==> config.mk <==
export PLATFORM = sky130hd
export DESIGN_NAME = log_record_scanner_with_crc_core
export DESIGN_NICKNAME = d
export VERILOG_FILES = /design/src/hdl/lrs_pkg.sv /design/src/hdl/log_record_scanner_with_crc_core.sv
export SDC_FILE = /design/constraint.sdc
export NUM_CORES = 2
export LEC_CHECK = 0
export ABC_AREA = 1
export BUFFER_PORTS_ARGS = -buffer_cell sky130_fd_sc_hd__buf_2
export CAP_MARGIN = 15
export CORE_MARGIN = 2
export CORE_UTILIZATION = 40
export CTS_CLUSTER_DIAMETER = 150
export DETAILED_ROUTE_END_ITERATION = 8
export PLACE_DENSITY = 0.63
export SETUP_SLACK_MARGIN = 0.05
export SYNTH_ARGS = -nofsm -noshare
export SYNTH_HDL_FRONTEND = slang
export SYNTH_SLANG_ARGS = --single-unit
export TNS_END_PERCENT = 50
==> constraint.sdc <==
create_clock -name clk -period 6.59 [get_ports clk]
set_input_delay 1.318 -clock clk [delete_from_list [all_inputs] [get_ports clk]]
set_output_delay 1.318 -clock clk [all_outputs]
set_load 0.01 [all_outputs]
==> src/hdl/lrs_pkg.sv <==
// Package for the log record scanner: types, constants and the CRC-32 byte update.
package lrs_pkg;

	localparam int OFFSET_WIDTH = 40;
	localparam int RES_DEPTH    = 4;

	typedef enum logic [2:0] {
		PH_CRC   = 3'd0,
		PH_TYPE  = 3'd1,
		PH_KLEN  = 3'd2,
		PH_KEY   = 3'd3,
		PH_VLEN  = 3'd4,
		PH_VALUE = 3'd5
	} phase_t;

	typedef enum logic [2:0] {
		KIND_KEY        = 3'd0,
		KIND_VALUE      = 3'd1,
		KIND_RECORD_END = 3'd2,
		KIND_CORRUPT    = 3'd3,
		KIND_TRUNCATED  = 3'd4
	} kind_t;

	typedef struct packed {
		logic [7:0] data_byte;
		logic       end_of_file;
		logic       new_scan;
	} in_item_t;

	typedef struct packed {
		kind_t                   kind;
		logic [7:0]              payload_byte;
		logic [7:0]              record_type;
		logic [31:0]             key_length;
		logic [31:0]             value_length;
		logic [OFFSET_WIDTH-1:0] rec_offset;
		logic                    crc_good;
		logic                    scan_done;
		logic                    last;
	} out_item_t;

	localparam logic [31:0] CRC_POLY = 32'hEDB88320;

	// reflected CRC-32, one byte
	function automatic logic [31:0] crc32_byte(input logic [31:0] crc, input logic [7:0] b);
		logic [31:0] c;
		c = crc ^ {24'd0, b};
		for (int i = 0; i < 8; i++) begin
			c = c[0] ? ((c >> 1) ^ CRC_POLY) : (c >> 1);
		end
		return c;
	endfunction

endpackage

==> src/hdl/log_record_scanner_with_crc_core.sv <==
// Log record scanner: splits a byte stream into records and checks each record's CRC-32.
//
// Input channel in_valid/in_ready/in_data carries one file byte per transaction, with
// end_of_file and new_scan flags. Output channel out_valid/out_ready/out_data carries
// result transactions: key and value bytes as they arrive, then a record end (good CRC),
// corrupt or truncated result. One byte gives at most two results; last marks the final
// one of a byte. cfg_wr_en/cfg_wr_data write the scan base offset, loaded on new_scan.
//
// An accepted byte is held in the input register, parsed in a single pass, and its
// results are pushed into a four-entry result queue when that register advances;
// out_valid is taken from the queue count. Throughput is one byte per cycle while
// bytes give one result each and the queue has room; a byte that gives two results
// needs two output transactions, so the output port sets the sustained rate. The
// input register advances only while the queue has room for two results, so a
// stalled receiver backs up into in_ready after the queue fills. Reset clears parse
// state, the queue and the base offset; CRC state is all ones.
module log_record_scanner_with_crc_core
	import lrs_pkg::*;
(
	input  logic                    clk,
	input  logic                    arst_n,
	input  logic                    cfg_wr_en,
	input  logic [OFFSET_WIDTH-1:0] cfg_wr_data,
	input  logic                    in_valid,
	output logic                    in_ready,
	input  in_item_t                in_data,
	output logic                    out_valid,
	input  logic                    out_ready,
	output out_item_t               out_data
);

	localparam int PTR_W = $clog2(RES_DEPTH);
	localparam int CNT_W = $clog2(RES_DEPTH + 1);

	logic [OFFSET_WIDTH-1:0] base_ofs_q;

	logic     valid_s1;
	in_item_t item_s1;
	logic     adv_s1;

	phase_t                  phase_q;
	logic [31:0]             count_q, key_q, val_q, exp_q, crc_q;
	logic [7:0]              type_q;
	logic [OFFSET_WIDTH-1:0] start_q, pos_q;
	logic                    halted_q;

	phase_t                  e_phase, u_phase, n_phase;
	logic [31:0]             e_count, e_key, e_val, e_exp, e_crc;
	logic [31:0]             u_count, u_key, u_val, u_exp, u_crc;
	logic [31:0]             n_count, n_key, n_val, n_exp, n_crc;
	logic [7:0]              e_type, u_type, n_type;
	logic [OFFSET_WIDTH-1:0] e_start, e_pos, u_start, u_pos, n_start, n_pos;
	logic                    e_halted, n_halted;
	logic [31:0]             crc_upd, cnt_inc, byte_sh;
	logic                    data_res, rec_end, end_valid, crc_ok, good_end;
	kind_t                   data_kind, end_kind;

	out_item_t res_data, res_end, push_a;
	logic [1:0] push_n;

	out_item_t          mem_q [RES_DEPTH];
	logic [PTR_W-1:0]   wr_ptr_q, rd_ptr_q;
	logic [CNT_W-1:0]   cnt_q;
	logic               pop;

	assign adv_s1   = valid_s1 && (cnt_q <= CNT_W'(RES_DEPTH - 2));
	assign in_ready = !valid_s1 || adv_s1;

	always_ff @(posedge clk or negedge arst_n) begin
		if (!arst_n) begin
			base_ofs_q <= '0;
		end else if (cfg_wr_en) begin
			base_ofs_q <= cfg_wr_data;
		end
	end

	always_ff @(posedge clk or negedge arst_n) begin
		if (!arst_n) begin
			valid_s1 <= 1'b0;
		end else if (in_valid && in_ready) begin
			valid_s1 <= 1'b1;
		end else if (adv_s1) begin
			valid_s1 <= 1'b0;
		end
	end

	always_ff @(posedge clk) begin
		if (in_valid && in_ready) begin
			item_s1 <= in_data;
		end
	end

	// field parse for the byte in the input register
	always_comb begin : update
		e_phase  = phase_q;
		e_count  = count_q;
		e_key    = key_q;
		e_val    = val_q;
		e_exp    = exp_q;
		e_crc    = crc_q;
		e_type   = type_q;
		e_start  = start_q;
		e_pos    = pos_q;
		e_halted = halted_q;
		if (item_s1.new_scan) begin
			e_phase  = PH_CRC;
			e_count  = '0;
			e_key    = '0;
			e_val    = '0;
			e_exp    = '0;
			e_crc    = '1;
			e_type   = '0;
			e_pos    = base_ofs_q;
			e_start  = base_ofs_q;
			e_halted = 1'b0;
		end
		u_phase   = e_phase;
		u_count   = e_count;
		u_key     = e_key;
		u_val     = e_val;
		u_exp     = e_exp;
		u_crc     = e_crc;
		u_type    = e_type;
		u_start   = e_start;
		u_pos     = e_pos;
		crc_upd   = crc32_byte(e_crc, item_s1.data_byte);
		cnt_inc   = e_count + 32'd1;
		byte_sh   = {24'd0, item_s1.data_byte} << {e_count[1:0], 3'b000};
		data_res  = 1'b0;
		data_kind = KIND_KEY;
		rec_end   = 1'b0;
		if (!e_halted) begin
			u_pos = e_pos + OFFSET_WIDTH'(1);
			unique case (e_phase)
				PH_TYPE: begin
					u_crc   = crc_upd;
					u_type  = item_s1.data_byte;
					u_phase = PH_KLEN;
					u_count = '0;
				end
				PH_KLEN: begin
					u_crc   = crc_upd;
					u_key   = e_key | byte_sh;
					u_count = cnt_inc;
					if (cnt_inc >= 32'd4) begin
						u_count = '0;
						u_phase = (u_key != '0) ? PH_KEY : PH_VLEN;
					end
				end
				PH_KEY: begin
					u_crc     = crc_upd;
					data_res  = 1'b1;
					data_kind = KIND_KEY;
					u_count   = cnt_inc;
					if (cnt_inc == e_key) begin
						u_count = '0;
						u_phase = PH_VLEN;
					end
				end
				PH_VLEN: begin
					u_crc   = crc_upd;
					u_val   = e_val | byte_sh;
					u_count = cnt_inc;
					if (cnt_inc >= 32'd4) begin
						u_count = '0;
						if (u_val != '0) begin
							u_phase = PH_VALUE;
						end else begin
							rec_end = 1'b1;
						end
					end
				end
				PH_VALUE: begin
					u_crc     = crc_upd;
					data_res  = 1'b1;
					data_kind = KIND_VALUE;
					u_count   = cnt_inc;
					if (cnt_inc == e_val) begin
						rec_end = 1'b1;
					end
				end
				PH_CRC: begin
					if (e_count == '0) begin
						u_start = e_pos;
					end
					u_exp   = e_exp | byte_sh;
					u_count = cnt_inc;
					if (cnt_inc >= 32'd4) begin
						u_count = '0;
						u_phase = PH_TYPE;
					end
				end
				default: begin
					u_phase = PH_CRC;
				end
			endcase
		end
		crc_ok    = (~u_crc == u_exp);
		good_end  = rec_end && crc_ok;
		end_valid = !e_halted && (rec_end || item_s1.end_of_file);
		if (rec_end) begin
			end_kind = crc_ok ? KIND_RECORD_END : KIND_CORRUPT;
		end else begin
			end_kind = KIND_TRUNCATED;
		end
	end

	always_comb begin : next_state
		n_phase  = u_phase;
		n_count  = u_count;
		n_key    = u_key;
		n_val    = u_val;
		n_exp    = u_exp;
		n_crc    = u_crc;
		n_type   = u_type;
		n_start  = u_start;
		n_pos    = u_pos;
		n_halted = e_halted;
		if (good_end) begin
			n_phase = PH_CRC;
			n_count = '0;
			n_key   = '0;
			n_val   = '0;
			n_exp   = '0;
			n_crc   = '1;
			n_type  = '0;
		end
		if (end_valid && !(good_end && !item_s1.end_of_file)) begin
			n_halted = 1'b1;
		end
	end

	always_comb begin : results
		res_data              = '0;
		res_data.kind         = data_kind;
		res_data.payload_byte = item_s1.data_byte;
		res_data.record_type  = u_type;
		res_data.last         = !end_valid;

		res_end               = '0;
		res_end.kind          = end_kind;
		res_end.record_type   = u_type;
		res_end.key_length    = u_key;
		res_end.value_length  = u_val;
		res_end.rec_offset    = u_start;
		res_end.crc_good      = good_end;
		res_end.scan_done     = good_end && item_s1.end_of_file;
		res_end.last          = 1'b1;

		push_a = data_res ? res_data : res_end;
		if (!adv_s1) begin
			push_n = 2'd0;
		end else begin
			push_n = 2'({1'b0, data_res} + {1'b0, end_valid});
		end
	end

	always_ff @(posedge clk or negedge arst_n) begin
		if (!arst_n) begin
			phase_q  <= PH_CRC;
			count_q  <= '0;
			key_q    <= '0;
			val_q    <= '0;
			exp_q    <= '0;
			crc_q    <= '1;
			type_q   <= '0;
			start_q  <= '0;
			pos_q    <= '0;
			halted_q <= 1'b0;
		end else if (adv_s1) begin
			phase_q  <= n_phase;
			count_q  <= n_count;
			key_q    <= n_key;
			val_q    <= n_val;
			exp_q    <= n_exp;
			crc_q    <= n_crc;
			type_q   <= n_type;
			start_q  <= n_start;
			pos_q    <= n_pos;
			halted_q <= n_halted;
		end
	end

	// result queue
	assign pop       = out_valid && out_ready;
	assign out_valid = (cnt_q != '0);
	assign out_data  = mem_q[rd_ptr_q];

	always_ff @(posedge clk) begin
		if (push_n != 2'd0) begin
			mem_q[wr_ptr_q] <= push_a;
		end
		if (push_n == 2'd2) begin
			mem_q[wr_ptr_q + PTR_W'(1)] <= res_end;
		end
	end

	always_ff @(posedge clk or negedge arst_n) begin
		if (!arst_n) begin
			wr_ptr_q <= '0;
			rd_ptr_q <= '0;
			cnt_q    <= '0;
		end else begin
			wr_ptr_q <= wr_ptr_q + PTR_W'(push_n);
			if (pop) begin
				rd_ptr_q <= rd_ptr_q + PTR_W'(1);
			end
			cnt_q <= cnt_q + CNT_W'(push_n) - CNT_W'(pop);
		end
	end

	assert property (@(posedge clk) disable iff (!arst_n) cnt_q <= CNT_W'(RES_DEPTH))
		else $error("result queue overflow");

	assert property (@(posedge clk) disable iff (!arst_n)
		adv_s1 && halted_q && !item_s1.new_scan |-> push_n == 2'd0)
		else $error("results produced while halted");

	assert property (@(posedge clk) disable iff (!arst_n)
		adv_s1 && end_valid && !good_end |=> halted_q)
		else $error("scan not halted after corrupt or truncated record");

endmodule

==> qor.txt <==
status: finished clean
# setup viols final: 0
Worst Setup Start Kind: register
Worst setup EP type: register
Die ar.: 113400 um2
Async S/R FF share, synth: 36.86%
Setup crit start: item_s1[0]
YS warnings: 0
Crit path top cell by count: nand2_1
Root Driver: clkbuf_16
clk_skew: 0.04089 ns
HPWL Detailed: 104400 um
crit share post-route: 91.13%
HP Class: reg2reg
max_slew headroom: 22.91%
Yosys top cell by area: edfxtp_1
final global-route overflow total: 0
Post-Syn Nets: 5664
antenna violations before repair: 7
RSZ-0062 raised after global routing: false
post-placement cell area: 46670 um2
max frequency: 166.5 MHz
crit path DAT: 6.40 ns
FF+latch count, synth: 814
# clock sinks: 814
Slew Limit Fails: 0
IO Port Bufs: 182
register area share after synthesis: 51.10%
Vias: 39.82k
PwrDens: 418.9 nW/um2
die width: 336.7 um
Layout Utilization: 44.87%
Syn Area/Cell: 7.908 um2
core box area: 110200 um2
Synth cell types: 58
most instantiated cells after synthesis: nand2_1 (1454), nor2_1 (1156), edfxtp_1 (478), o21ai_0 (476), nand3_1 (357)
Synth Cell Area: 44270 um2
peak supply drop: 322.7 uV
reg2reg end: mem_q[1][38]
placed cell count: 7063
Worst Max-Slew Pin Slew: 1.144 ns
clock-pin slew on the worst setup and hold paths: 0.06 ns
largest cells by area after synthesis: edfxtp_1 (32%), dfrtp_1 (15%), nand2_1 (12%)
post-route minimum period: 6.005 ns
FP Rows: 122
antenna viol nets, final: 0
Worst Path Required: 6.99 ns
Vias/cell: 5.507
crit path to: mem_q[1][38]
routed len/inst: 20.77 um
Total GRT Usage: 25.94%
Iter 0 DRT Violations: 5072
Post-synth EDFFs: 478
RD Place Congestion: 1.002
Post-CTS Resized: 0
prevailing post-synth register cell: edfxtp_1
reg2reg setup slack: 0.58 ns
DRT Wirelength: 150200 um
IO Pins: 183
Crit Path Class: reg2reg
most common cell in the netlist: nand2_1
clock latency on the worst-skew pair: 0.68 ns
Hold Vio Cnt, Final: 0
# nets final: 5731
Area Growth Syn to Fin: 11.71%
CTS H-Tree Depth: 3
CP Max Fanout: 21
layout cells sized above 1: 10.68%
CTS tree: done
drt pass-1 iters: 6
reg2reg start: item_s1[0]
Initial Utilization: 40.17%
fillers: 10.93k
CTS Hold Bufs: 0
Slowest-stage cell, CP: clkinvlp_4
Worst Reg-to-Reg Cells: 28
slowest stage delay, CP: 0.69 ns
final instance area: 49450 um2
Die H: 336.7 um
Post CTS Setup Buffer Count: 0
DRC: 0
max-cap violation count: 0
vias in the first global route: 35.85k
CTS max path bufs: 3
pin count of the biggest net entering global routing: 202
fin cells: 7230
first-pass GRT wire length: 225600 um
TritonCTS Buffers: 87
P_leak: 20.33 nW
Post-Syn Instances: 5598
hold path start: mem_q[2][116]
Synth top area share: 32.42%
[worst min-delay path by stage]
stage | slack [ns] | to | depth (start not counted)
detailed placement | 0.45 | mem_q[2][121] | 2
global placement | 0.45 | mem_q[2][116] | 2
finish | 0.46 | mem_q[2][116] | 2
CTS | 0.46 | mem_q[2][116] | 2
floorplan | 0.44 | mem_q[1][0] | 2
global route | 0.48 | mem_q[2][116] | 2
[cells in the final DEF (no fill, tap or decap), types with 12 or more instances in the layout]
master / instances
clkbuf_16: 87
edfxtp_1: 478
o211ai_1: 12
nor2_2: 20
buf_2: 181
dfstp_2: 32
buf_12: 21
xnor2_1: 16
clkbuf_1: 28
clkinv_2: 18
nand3b_1: 20
buf_4: 76
o21ai_0: 472
nor2_4: 12
mux2_2: 41
xor2_1: 32
nand4_1: 54
a21oi_4: 28
dfxtp_1: 36
nor2_1: 1152
dfrtp_1: 266
nand2_1: 1454
nand3_1: 357
inv_1: 336
o22ai_1: 127
o21ai_1: 16
nor3_1: 31
a21oi_1: 187
nand2_2: 25
[kinds of logic (layout without fill, tap and decap cells)]
family | count (synthesis) | count (layout) | synth area share (%)
mux | 41 | 41 | 1.043
simple gates | 3155 | 3155 | 29.05
flops | 814 | 814 | 51.10
other cells | 0 | 4 | 0
fa+ha+maj | 11 | 11 | 0.3279
buf+inv | 660 | 800 | 6.331
compound gates | 868 | 868 | 11.15
xor+xnor | 49 | 49 | 1.000
[report_power, final]
part,internal [mW],switching (mW)
Clock,2.68,2.13
Sequential,6.34,0.573
Combinational,2.55,6.45
Total,11.6,9.15
[layout make-up]
| type | instances | area [um2] | share of cell area [%] |
|---|---|---|---|
| diodes | 4 | 10.01 | 0.02024 |
| clock buffers | 123 | 2392 | 4.837 |
| clock inverters | 39 | 376.6 | 0.7615 |
| inverters | 358 | 1385 | 2.801 |
| multi-input cells | 4124 | 18880 | 38.18 |
| flip-flops and latches | 814 | 22630 | 45.76 |
| well taps | 1488 | 1862 | 3.765 |
| repair buffers | 280 | 1919 | 3.881 |
[critical path: cells and delay by family (launching register included)]
| kind | cells | cell delay, ns |
|---|---|---|
| and+or+nand+nor | 19 | 2.76 |
| adders and majority gates | 2 | 0.58 |
| DFF | 1 | 0.50 |
| AOI/OAI and AO/OA | 1 | 0.23 |
| buffers and inverters | 6 | 1.63 |
[registers in the layout, summed over array words and instances, names as in the netlist, 3 cells and up]
name and cells:
pos_q 40, exp_q 32, start_q 40, count_q 32, key_q 32, base_ofs_q 40, mem_q 504, cnt_q 3
item_s1 10, val_q 32, phase_q 3, crc_q 32, type_q 8
[per-stage QoR]
stage	total power, mW	worst slack [ns]	TNS, ns	hold slack (ns)
after floorplan	12.66	-0.07032	-15.38	0.4372
after global placement	15.78	0.7397	0	0.4468
after detailed placement	15.88	0.6519	0	0.4508
after CTS	20.70	0.6118	0	0.4590
after global routing	21.93	0.09160	0	0.4765
final	20.72	0.5847	0	0.4578
[per-layer routing]
layer | vias up | wire length, um | global-route usage [%]
li1 | 18608 | - | -
met1 | 19219 | 67670 | 39.14
met2 | 1778 | 64780 | 38.11
met3 | 204 | 14010 | 4.486
met4 | 6 | 3677 | 7.029
met5 | - | 34 | 0
Note: power is estimated with default switching activity, not from simulation.
